--- src/rtl/bam_lls_pkg.sv ---
// shared types and constants of the bam led layer scanner
package bam_lls_pkg;

	// fixed field widths
	localparam int WORD_W    = 24;
	localparam int DWELL_W   = 15;
	localparam int ROW_W     = 4;
	localparam int COL_W     = 4;
	localparam int MAX_SHOWN = 8;

	// function codes of an input word
	localparam logic [1:0] FUNC_TICK  = 2'd0;
	localparam logic [1:0] FUNC_WRITE = 2'd1;
	localparam logic [1:0] FUNC_SWAP  = 2'd2;

	// highest bit plane, where a frame scan starts
	localparam logic [2:0] PLANE_TOP = 3'd7;

	// input word
	typedef struct packed {
		logic [1:0]        func;
		logic [5:0]        pixel_address;
		logic [WORD_W-1:0] pixel_color;
	} in_word_t;

	// result word
	typedef struct packed {
		logic              slot_start;
		logic [WORD_W-1:0] shift_word;
		logic [2:0]        active_layer;
		logic [2:0]        bit_plane;
	} out_word_t;

	// work for the back end
	typedef enum logic [1:0] {
		OP_NOP,
		OP_WRITE,
		OP_SHOW
	} op_t;

	// classified command between front and back end
	typedef struct packed {
		op_t               op;
		logic              bank;
		logic [ROW_W-1:0]  row;
		logic [COL_W-1:0]  col;
		logic [WORD_W-1:0] color;
		logic [2:0]        layer;
		logic [2:0]        plane;
	} cmd_t;

endpackage

--- src/rtl/bam_led_layer_scanner_top.sv ---
// bam led layer scanner: top level joining front end, queue and back end
// an accepted input word passes a queue entry, the command stage and the output register
// throughput: one input word and one result word per cycle while out_ready stays high,
// set by the queue pop and the single row read of the frame store rams
// reset: asynchronous, clears scan position, timer, bank select and the
// per-entry written flags at once, so the store reads as zero with no clearing pass
module bam_led_layer_scanner_top #(
	parameter int LAYER_COUNT    = 8,
	parameter int LEDS_PER_LAYER = 8,
	parameter int PLANE_COUNT    = 8
) (
	input  logic                   clk,
	input  logic                   arst_n,
	input  logic                   cfg_wr_en,
	input  logic [7:0]             cfg_wr_data,
	input  logic                   in_valid,
	output logic                   in_ready,
	input  bam_lls_pkg::in_word_t  in_word,
	output logic                   out_valid,
	input  logic                   out_ready,
	output bam_lls_pkg::out_word_t out_word
);

	logic              push_valid;
	logic              push_ready;
	bam_lls_pkg::cmd_t push_cmd;
	logic              pop_valid;
	logic              pop_ready;
	bam_lls_pkg::cmd_t pop_cmd;

	// input classification and scan timing
	bam_lls_front #(
		.LAYER_COUNT    (LAYER_COUNT),
		.LEDS_PER_LAYER (LEDS_PER_LAYER),
		.PLANE_COUNT    (PLANE_COUNT)
	) u_front (
		.clk         (clk),
		.arst_n      (arst_n),
		.cfg_wr_en   (cfg_wr_en),
		.cfg_wr_data (cfg_wr_data),
		.in_valid    (in_valid),
		.in_ready    (in_ready),
		.in_word     (in_word),
		.push_valid  (push_valid),
		.push_ready  (push_ready),
		.push_cmd    (push_cmd)
	);

	// decoupling queue
	bam_lls_queue u_queue (
		.clk        (clk),
		.arst_n     (arst_n),
		.push_valid (push_valid),
		.push_ready (push_ready),
		.push_cmd   (push_cmd),
		.pop_valid  (pop_valid),
		.pop_ready  (pop_ready),
		.pop_cmd    (pop_cmd)
	);

	// frame store and word build
	bam_lls_back #(
		.LAYER_COUNT    (LAYER_COUNT),
		.LEDS_PER_LAYER (LEDS_PER_LAYER)
	) u_back (
		.clk       (clk),
		.arst_n    (arst_n),
		.cmd_valid (pop_valid),
		.cmd_ready (pop_ready),
		.cmd       (pop_cmd),
		.out_valid (out_valid),
		.out_ready (out_ready),
		.out_word  (out_word)
	);

endmodule

--- src/rtl/bam_lls_ram.sv ---
// generic single write port ram with registered read
module bam_lls_ram #(
	parameter int WIDTH = 24,
	parameter int DEPTH = 16
) (
	input  logic                     clk,
	input  logic                     wr_en,
	input  logic [$clog2(DEPTH)-1:0] wr_addr,
	input  logic [WIDTH-1:0]         wr_data,
	input  logic                     rd_en,
	input  logic [$clog2(DEPTH)-1:0] rd_addr,
	output logic [WIDTH-1:0]         rd_data
);

	logic [WIDTH-1:0] mem [DEPTH];
	logic [WIDTH-1:0] rd_data_q;

	// write and registered read
	always_ff @(posedge clk) begin
		if (wr_en) begin
			mem[wr_addr] <= wr_data;
		end
		if (rd_en) begin
			rd_data_q <= mem[rd_addr];
		end
	end

	assign rd_data = rd_data_q;

endmodule

--- src/rtl/bam_lls_queue.sv ---
// two entry command queue between front and back end
module bam_lls_queue (
	input  logic               clk,
	input  logic               arst_n,
	input  logic               push_valid,
	output logic               push_ready,
	input  bam_lls_pkg::cmd_t  push_cmd,
	output logic               pop_valid,
	input  logic               pop_ready,
	output bam_lls_pkg::cmd_t  pop_cmd
);

	bam_lls_pkg::cmd_t slot_q [2];
	logic              wr_ptr_q;
	logic              rd_ptr_q;
	logic [1:0]        count_q;
	logic              push;
	logic              pop;

	assign push_ready = (count_q != 2'd2);
	assign pop_valid  = (count_q != 2'd0);
	assign pop_cmd    = slot_q[rd_ptr_q];
	assign push       = push_valid && push_ready;
	assign pop        = pop_valid && pop_ready;

	// pointers and fill count
	always_ff @(posedge clk or negedge arst_n) begin
		if (!arst_n) begin
			wr_ptr_q <= 1'b0;
			rd_ptr_q <= 1'b0;
			count_q  <= 2'd0;
		end else begin
			if (push) begin
				wr_ptr_q <= ~wr_ptr_q;
			end
			if (pop) begin
				rd_ptr_q <= ~rd_ptr_q;
			end
			if (push && !pop) begin
				count_q <= count_q + 2'd1;
			end else if (pop && !push) begin
				count_q <= count_q - 2'd1;
			end
		end
	end

	// entry storage
	always_ff @(posedge clk) begin
		if (push) begin
			slot_q[wr_ptr_q] <= push_cmd;
		end
	end

endmodule

--- src/rtl/bam_lls_front.sv ---
// front end: accepts input words, keeps the scan position and slot timer
module bam_lls_front #(
	parameter int LAYER_COUNT    = 8,
	parameter int LEDS_PER_LAYER = 8,
	parameter int PLANE_COUNT    = 8
) (
	input  logic                   clk,
	input  logic                   arst_n,
	input  logic                   cfg_wr_en,
	input  logic [7:0]             cfg_wr_data,
	input  logic                   in_valid,
	output logic                   in_ready,
	input  bam_lls_pkg::in_word_t  in_word,
	output logic                   push_valid,
	input  logic                   push_ready,
	output bam_lls_pkg::cmd_t      push_cmd
);

	localparam int         LAYER_W    = $clog2(LAYER_COUNT);
	localparam int         BANK_WORDS = LAYER_COUNT * LEDS_PER_LAYER;
	localparam logic [2:0] LOW_PLANE  = 3'(8 - PLANE_COUNT);
	localparam logic [LAYER_W-1:0] LAST_LAYER = LAYER_W'(LAYER_COUNT - 1);

	logic [7:0]                       tick_scale_q;
	logic                             front_q;
	logic [LAYER_W-1:0]               layer_q;
	logic [2:0]                       plane_q;
	logic [bam_lls_pkg::DWELL_W-1:0]  dwell_q;

	logic                             front_d;
	logic [LAYER_W-1:0]               layer_d;
	logic [2:0]                       plane_d;
	logic [bam_lls_pkg::DWELL_W-1:0]  dwell_d;
	logic [bam_lls_pkg::DWELL_W-1:0]  dwell_cur;
	logic [bam_lls_pkg::DWELL_W-1:0]  dwell_load;
	logic [7:0]                       scale;
	logic [2:0]                       shift;
	logic                             addr_ok;
	logic                             accept;
	logic [bam_lls_pkg::ROW_W-1:0]    wr_row;
	logic [bam_lls_pkg::COL_W-1:0]    wr_col;
	bam_lls_pkg::cmd_t                cmd;

	assign in_ready   = push_ready;
	assign accept     = in_valid && in_ready;
	assign push_valid = in_valid;
	assign push_cmd   = cmd;

	// slot length from scale and plane weight
	assign scale      = (tick_scale_q == 8'd0) ? 8'd1 : tick_scale_q;
	assign shift      = plane_q - LOW_PLANE;
	assign dwell_load = bam_lls_pkg::DWELL_W'({7'd0, scale} << shift);
	assign addr_ok    = ({26'd0, in_word.pixel_address} < 32'(BANK_WORDS));

	// split a write address into layer row and led column
	always_comb begin
		wr_row = '0;
		wr_col = '0;
		for (int r = 0; r < LAYER_COUNT; r++) begin
			if ({2'd0, in_word.pixel_address} >= 8'(r * LEDS_PER_LAYER)) begin
				wr_row = bam_lls_pkg::ROW_W'(r);
				wr_col = bam_lls_pkg::COL_W'({2'd0, in_word.pixel_address}
					- 8'(r * LEDS_PER_LAYER));
			end
		end
	end

	// classify the word and step the scan
	always_comb begin
		front_d   = front_q;
		layer_d   = layer_q;
		plane_d   = plane_q;
		dwell_d   = dwell_q;
		dwell_cur = dwell_q;
		cmd.op    = bam_lls_pkg::OP_NOP;
		cmd.bank  = front_q;
		cmd.row   = bam_lls_pkg::ROW_W'(layer_q);
		cmd.col   = '0;
		cmd.color = in_word.pixel_color;
		cmd.layer = 3'(layer_q);
		cmd.plane = plane_q;
		case (in_word.func)
			bam_lls_pkg::FUNC_TICK: begin
				if (dwell_q == '0) begin
					cmd.op    = bam_lls_pkg::OP_SHOW;
					dwell_cur = dwell_load;
				end
				dwell_d = dwell_cur - bam_lls_pkg::DWELL_W'(1);
				if (dwell_d == '0) begin
					if (layer_q == LAST_LAYER) begin
						layer_d = '0;
						plane_d = (plane_q <= LOW_PLANE) ? bam_lls_pkg::PLANE_TOP
							: plane_q - 3'd1;
					end else begin
						layer_d = layer_q + LAYER_W'(1);
					end
				end
			end
			bam_lls_pkg::FUNC_WRITE: begin
				if (addr_ok) begin
					cmd.op   = bam_lls_pkg::OP_WRITE;
					cmd.bank = ~front_q;
					cmd.row  = wr_row;
					cmd.col  = wr_col;
				end
			end
			bam_lls_pkg::FUNC_SWAP: begin
				front_d = ~front_q;
			end
			default: begin
			end
		endcase
	end

	// scan state and scale register
	always_ff @(posedge clk or negedge arst_n) begin
		if (!arst_n) begin
			tick_scale_q <= 8'd1;
			front_q      <= 1'b0;
			layer_q      <= '0;
			plane_q      <= bam_lls_pkg::PLANE_TOP;
			dwell_q      <= '0;
		end else begin
			if (cfg_wr_en) begin
				tick_scale_q <= cfg_wr_data;
			end
			if (accept) begin
				front_q <= front_d;
				layer_q <= layer_d;
				plane_q <= plane_d;
				dwell_q <= dwell_d;
			end
		end
	end

endmodule

--- src/rtl/bam_lls_back.sv ---
// back end: frame store, row read, word build and output register
module bam_lls_back #(
	parameter int LAYER_COUNT    = 8,
	parameter int LEDS_PER_LAYER = 8
) (
	input  logic                   clk,
	input  logic                   arst_n,
	input  logic                   cmd_valid,
	output logic                   cmd_ready,
	input  bam_lls_pkg::cmd_t      cmd,
	output logic                   out_valid,
	input  logic                   out_ready,
	output bam_lls_pkg::out_word_t out_word
);

	localparam int LAYER_W = $clog2(LAYER_COUNT);
	localparam int RAM_AW  = LAYER_W + 1;
	localparam int DEPTH   = 2 ** RAM_AW;
	localparam int SHOWN   = (LEDS_PER_LAYER < bam_lls_pkg::MAX_SHOWN) ? LEDS_PER_LAYER
		: bam_lls_pkg::MAX_SHOWN;

	logic [RAM_AW-1:0]              ram_addr;
	logic                           pop;
	logic                           out_free;
	logic                           adv;
	logic [bam_lls_pkg::WORD_W-1:0] col_data [SHOWN];
	logic                           col_vld  [SHOWN];

	logic                           v_s2;
	logic                           start_s2;
	logic [2:0]                     layer_s2;
	logic [2:0]                     plane_s2;

	logic                           out_v_q;
	bam_lls_pkg::out_word_t         out_word_q;
	logic [bam_lls_pkg::WORD_W-1:0] shown_q;

	logic [bam_lls_pkg::WORD_W-1:0] word;
	logic [bam_lls_pkg::WORD_W-1:0] shown_next;

	assign out_free  = !out_v_q || out_ready;
	assign adv       = v_s2 && out_free;
	assign cmd_ready = !v_s2 || out_free;
	assign pop       = cmd_valid && cmd_ready;
	assign ram_addr  = {cmd.bank, cmd.row[LAYER_W-1:0]};

	// one ram per shown led column, with written flags cleared at reset
	for (genvar c = 0; c < SHOWN; c++) begin : g_col
		logic             wr_en;
		logic             rd_en;
		logic [DEPTH-1:0] written_q;
		logic             vld_s2;

		assign wr_en = pop && (cmd.op == bam_lls_pkg::OP_WRITE)
			&& (cmd.col == bam_lls_pkg::COL_W'(c));
		assign rd_en = pop && (cmd.op == bam_lls_pkg::OP_SHOW);

		bam_lls_ram #(
			.WIDTH (bam_lls_pkg::WORD_W),
			.DEPTH (DEPTH)
		) u_ram (
			.clk     (clk),
			.wr_en   (wr_en),
			.wr_addr (ram_addr),
			.wr_data (cmd.color),
			.rd_en   (rd_en),
			.rd_addr (ram_addr),
			.rd_data (col_data[c])
		);

		always_ff @(posedge clk or negedge arst_n) begin
			if (!arst_n) begin
				written_q <= '0;
			end else if (wr_en) begin
				written_q[ram_addr] <= 1'b1;
			end
		end

		always_ff @(posedge clk) begin
			if (rd_en) begin
				vld_s2 <= written_q[ram_addr];
			end
		end

		assign col_vld[c] = vld_s2;
	end

	// command stage beside the ram read
	always_ff @(posedge clk or negedge arst_n) begin
		if (!arst_n) begin
			v_s2 <= 1'b0;
		end else if (pop) begin
			v_s2 <= 1'b1;
		end else if (out_free) begin
			v_s2 <= 1'b0;
		end
	end

	always_ff @(posedge clk) begin
		if (pop) begin
			start_s2 <= (cmd.op == bam_lls_pkg::OP_SHOW);
			layer_s2 <= cmd.layer;
			plane_s2 <= cmd.plane;
		end
	end

	// test each color byte of the row against the plane bit
	always_comb begin
		logic [bam_lls_pkg::WORD_W-1:0] pix;
		logic [7:0]                     red;
		logic [7:0]                     green;
		logic [7:0]                     blue;
		word = '0;
		for (int i = 0; i < SHOWN; i++) begin
			pix   = col_vld[i] ? col_data[i] : '0;
			red   = pix[23:16];
			green = pix[15:8];
			blue  = pix[7:0];
			word[23 - i] = red[plane_s2];
			word[15 - i] = green[plane_s2];
			word[7 - i]  = blue[plane_s2];
		end
		shown_next = start_s2 ? word : shown_q;
	end

	// output register and last shown word
	always_ff @(posedge clk or negedge arst_n) begin
		if (!arst_n) begin
			out_v_q <= 1'b0;
			shown_q <= '0;
		end else begin
			if (adv) begin
				out_v_q <= 1'b1;
				shown_q <= shown_next;
			end else if (out_ready) begin
				out_v_q <= 1'b0;
			end
		end
	end

	always_ff @(posedge clk) begin
		if (adv) begin
			out_word_q.slot_start   <= start_s2;
			out_word_q.shift_word   <= shown_next;
			out_word_q.active_layer <= layer_s2;
			out_word_q.bit_plane    <= plane_s2;
		end
	end

	assign out_valid = out_v_q;
	assign out_word  = out_word_q;

endmodule
--- config.mk ---
export PLATFORM = sky130hd
export DESIGN_NAME = bam_led_layer_scanner_top
export DESIGN_NICKNAME = d
export VERILOG_FILES = /design/src/rtl/bam_lls_pkg.sv /design/src/rtl/bam_led_layer_scanner_top.sv /design/src/rtl/bam_lls_ram.sv /design/src/rtl/bam_lls_queue.sv /design/src/rtl/bam_lls_front.sv /design/src/rtl/bam_lls_back.sv
export SDC_FILE = /design/constraint.sdc
export NUM_CORES = 2
export LEC_CHECK = 0
export BUFFER_PORTS_ARGS = -buffer_cell sky130_fd_sc_hd__buf_2
export CAP_MARGIN = 20
export CORE_ASPECT_RATIO = 0.6
export CORE_MARGIN = 1.5
export CORE_UTILIZATION = 40
export CTS_CLUSTER_SIZE = 16
export DETAILED_ROUTE_END_ITERATION = 6
export GPL_TIMING_DRIVEN = 0
export PLACE_DENSITY = 0.65
export SYNTH_ARGS = -nofsm -noshare
export SYNTH_HDL_FRONTEND = slang
export SYNTH_SLANG_ARGS = --single-unit
--- constraint.sdc ---
create_clock -name clk -period 8.3 [get_ports clk]
set_input_delay 1.245 -clock clk [delete_from_list [all_inputs] [get_ports clk]]
set_output_delay 1.245 -clock clk [all_outputs]
set_load 0.01 [all_outputs]
==> key figures <==
Synthesis
  – Share of the synthesized area in the top cell type: 75.4%
  – Number of enable flip-flop cells after synthesis: 3390
  – Synth Flop Type: edfxtp_1
  – Top post-synthesis cells by area: edfxtp_1 (75%), mux4_2 (14%), dfrtp_1 (3.4%)
  – Synth cell count leaders: edfxtp_1 (3390), mux4_2 (848), a22oi_1 (400)
  – Asr flop ratio synth: 5.25%
  – Synthesized area per cell: 22.2 um^2
  – Most frequent cell after synthesis: edfxtp_1
  – Yosys cell types: 69
  – FF+latch count, synth: 3578
  – Sequential cell area fraction in the yosys report: 78.9%
  – Cell count after synthesis: 6074
  – Synth area leader: edfxtp_1
  – Synth Cell Area: 135000 um^2
  – Synth warn: 0

Global route
  – Total track usage: 22.1%
  – Remaining global-route overflow: 0
  – First-pass GRT wire length: 530000 um
  – Vias in the first global route: 67400
  – Largest net degree at the start of global routing: 129
  – Initial antenna violation count: 26

STA
  – Worst-Margin Slew: 1.30 ns
  – Fin Hold WS: 0.298 ns
  – Slew Limit Headroom: 13.6%
  – Crit path time final: 5.33 ns
  – RSZ-0062 raised after global routing: no
  – Max-slew violation count: 0
  – Final hold violation count: 0
  – Final setup fails: 0
  – Layout Skew: 0.0559 ns
  – Setup tns final: 0 ns
  – Final Cycle Share: 64.2%
  – Achievable frequency: 0.188 GHz

Floorplan
  – Top Ports: 78
  – Die Y: 453 um
  – Starting density of the core: 40.4%
  – # rows: 164
  – Total core area: 334000 um^2
  – DIE AREA: 341000 um^2
  – Chip width: 753 um

Power
  – Leakage Power: 0.0502 uW
  – Clock Power Share: 27.3%
  – Switch Pwr: 16800 uW
  – PwrDens: 333 nW/um^2
  – Switch share: 32.0%
  – Share of total power in combinational logic: 28.6%
  – Sequential fraction of design power: 44.1%
  – Internal power: 35600 uW
  – Tot Pwr: 52400 uW
  – VDD IR-drop max: 0.000423 V

Clocking
  – CTS HTree Levels: 5
  – Clock Latency Late Sink: 0.92 ns
  – Cell chosen for the clock root: clkbuf_16
  – Sinks on Clock Net: 3578
  – Post-CTS sizing: 0
  – Maximum clock path buffer count: 4
  – # Post-CTS Setup Buffers: 0
  – CTS tree: built
  – Hold-fix buffers, CTS: 0
  – CTS clk-pin slew, worst paths: 0.07 ns
  – CTS Buf Count: 308

Setup path
  – Worst path top cell family by delay: buffers and inverters
  – CP required: 8.88 ns
  – RR Startpoint: u_queue.rd_ptr_q$_DFFE_PN0P_
  – R2R cell count: 11
  – WP buf/inv: 7
  – Crit start category: flop
  – CP max FO: 13
  – Arrival time worst endpoint: 5.91 ns
  – Setup CP Type: flop to flop
  – Crit path capture type: flop
  – Critical path depth in cells: 11
  – CP max stage delay: 0.65 ns
  – R2R setup slack: 2.97 ns
  – Slowest stage cell, crit path: clkbuf_2
  – Crit-path cells: clkbuf_1 -> mux2_2 -> clkbuf_2 -> clkbuf_2 -> buf_1 -> buf_8 -> nor2_1 -> nand2_1 -> buf_8 -> nor2_4 -> buf_16
  – RR Endpoint: u_back.g_col[4].u_ram.mem[12][8]$_DFFE_PP_

Routing
  – # DRC: 0
  – TritonRoute pass-1 iters: 7
  – DRT iter0 DRCs: 12700
  – WL/cell: 33.5 um
  – Final WL: 383000 um
  – Vias per std cell: 6.09
  – Post-DRT Antenna Nets: 0
  – Vias: 69600

Finish
  – # fillers: 26800
  – Util after Layout: 47.0%
  – P&R area growth vs syn: 16.4%
  – Nets: 6749
  – Share of cells above drive strength 1: 28.1%

Placed design
  – Detail Placement HPWL: 242000 um
  – RePlAce Congestion: 0.825
  – PortBufs: 76

Outcome
  – Outcome: finished clean

Hold path
  – Hold Path Class: primary input to async pin

Flow run
  – Max-cap violation count: 0
through the flow:
stage	instance area, um^2	worst slack [ns]	cells
6_report	157000	2.97	11400
5_1_grt	157000	3.04	11400
4_1_cts	157000	3.09	11400
3_5_place_dp	147000	3.11	10800
3_3_place_gp	141000	-2.45	10600
2_1_floorplan	135000	1.43	6075
state kept, by name, indices dropped and copies added (netlist names), 2 cells and up:
register and flops:
u_queue.count_q 2, u_back.g_col.u_ram.rd_data 192, u_queue.slot_q 80, u_front.plane_q 3
u_back.shown_q 24, u_back.out_word 31, u_front.tick_scale_q 8, u_front.dwell_q 15
u_back.plane_s2 3, u_back.g_col.vld_s2 8, u_back.g_col.u_ram.mem 3072, u_front.layer_q 3
u_back.g_col.written_q 128, u_back.layer_s2 3
final cells by class:
type	count	area (um^2)	share of cell area, %
antenna	12	30.0	0.0191
buffer	312	1230	0.784
clock buffer	396	8320	5.29
clock inverter	151	1300	0.826
inverter	40	150	0.0956
multi-input combinational	2145	28500	18.1
sequential	3578	107000	67.8
tap	4482	5610	3.57
timing repair buffer	312	5510	3.50
power by group through the flow:
| stage | sequential, uW | combinational, uW | clock [uW] |
|---|---|---|---|
| detailed placement | 23500 | 14600 | 0 |
| floorplan | 23500 | 8020 | 0 |
| CTS | 23100 | 14700 | 14400 |
| global route | 23100 | 15600 | 15000 |
| finish | 23100 | 15000 | 14300 |
| global placement | 23800 | 13400 | 0 |
layer usage:
| layer | wire [um] | track usage [%] |
|---|---|---|
| met1 | 155000 | 33.3 |
| met2 | 161000 | 30.9 |
| met3 | 55600 | 6.71 |
| met4 | 12000 | 6.59 |
| met5 | 0 | 0 |
worst reg2reg max path: stages (launching register included):
cell	delay, ns
dfrtp_1	0.32
clkbuf_1	0.35
mux2_2	0.48
clkbuf_2	0.47
clkbuf_2	0.68
buf_1	0.42
buf_8	0.24
nor2_1	0.26
nand2_1	0.56
buf_8	0.39
nor2_4	0.53
buf_16	0.26
kinds of logic after synthesis:
family          synth area share [%]
fa+ha+maj                     0.0649
other cells                  0.00278
mux                             14.8
flops                           78.9
buf+inv                        0.991
xor+xnor                       0.110
simple gates                    2.25
compound gates                  2.84
placed cells by master (no fill, tap or decap), drive strengths merged, types with 5 or more instances in the layout:
cell      count
o22ai        26
o21ai        47
inv          54
a21oi        13
buf         421
nor2        167
or2         128
ha            7
nor3         10
nor4          6
bufinv       19
a31oi         9
nand3         7
clkinv      110
clkbuf      599
nor4b         5
clkinvlp      8
dfrtp       184
mux4        848
mux2i        34
mux2         52
and2          8
xnor2        10
a22oi       400
diode        12
nand2b        9
nand2       297
edfxtp     3390
xor2          7
nand4         5
how the worst max path moves through the flow:
stage,slack (ns),startpoint,endpoint
floorplan,1.43,out_ready,u_back.g_col[0].u_ram.rd_data[0]$_DFFE_PP_
global placement,-2.45,out_ready,u_back.g_col[4].u_ram.rd_data[2]$_DFFE_PP_
detailed placement,3.11,u_queue.rd_ptr_q$_DFFE_PN0P_,u_back.g_col[6].u_ram.mem[8][11]$_DFFE_PP_
CTS,3.09,u_queue.rd_ptr_q$_DFFE_PN0P_,u_back.g_col[6].u_ram.mem[8][13]$_DFFE_PP_
global route,3.04,u_queue.rd_ptr_q$_DFFE_PN0P_,u_back.g_col[6].u_ram.mem[8][13]$_DFFE_PP_
finish,2.97,u_queue.rd_ptr_q$_DFFE_PN0P_,u_back.g_col[4].u_ram.mem[12][8]$_DFFE_PP_
(Power assumes the default switching activity.)
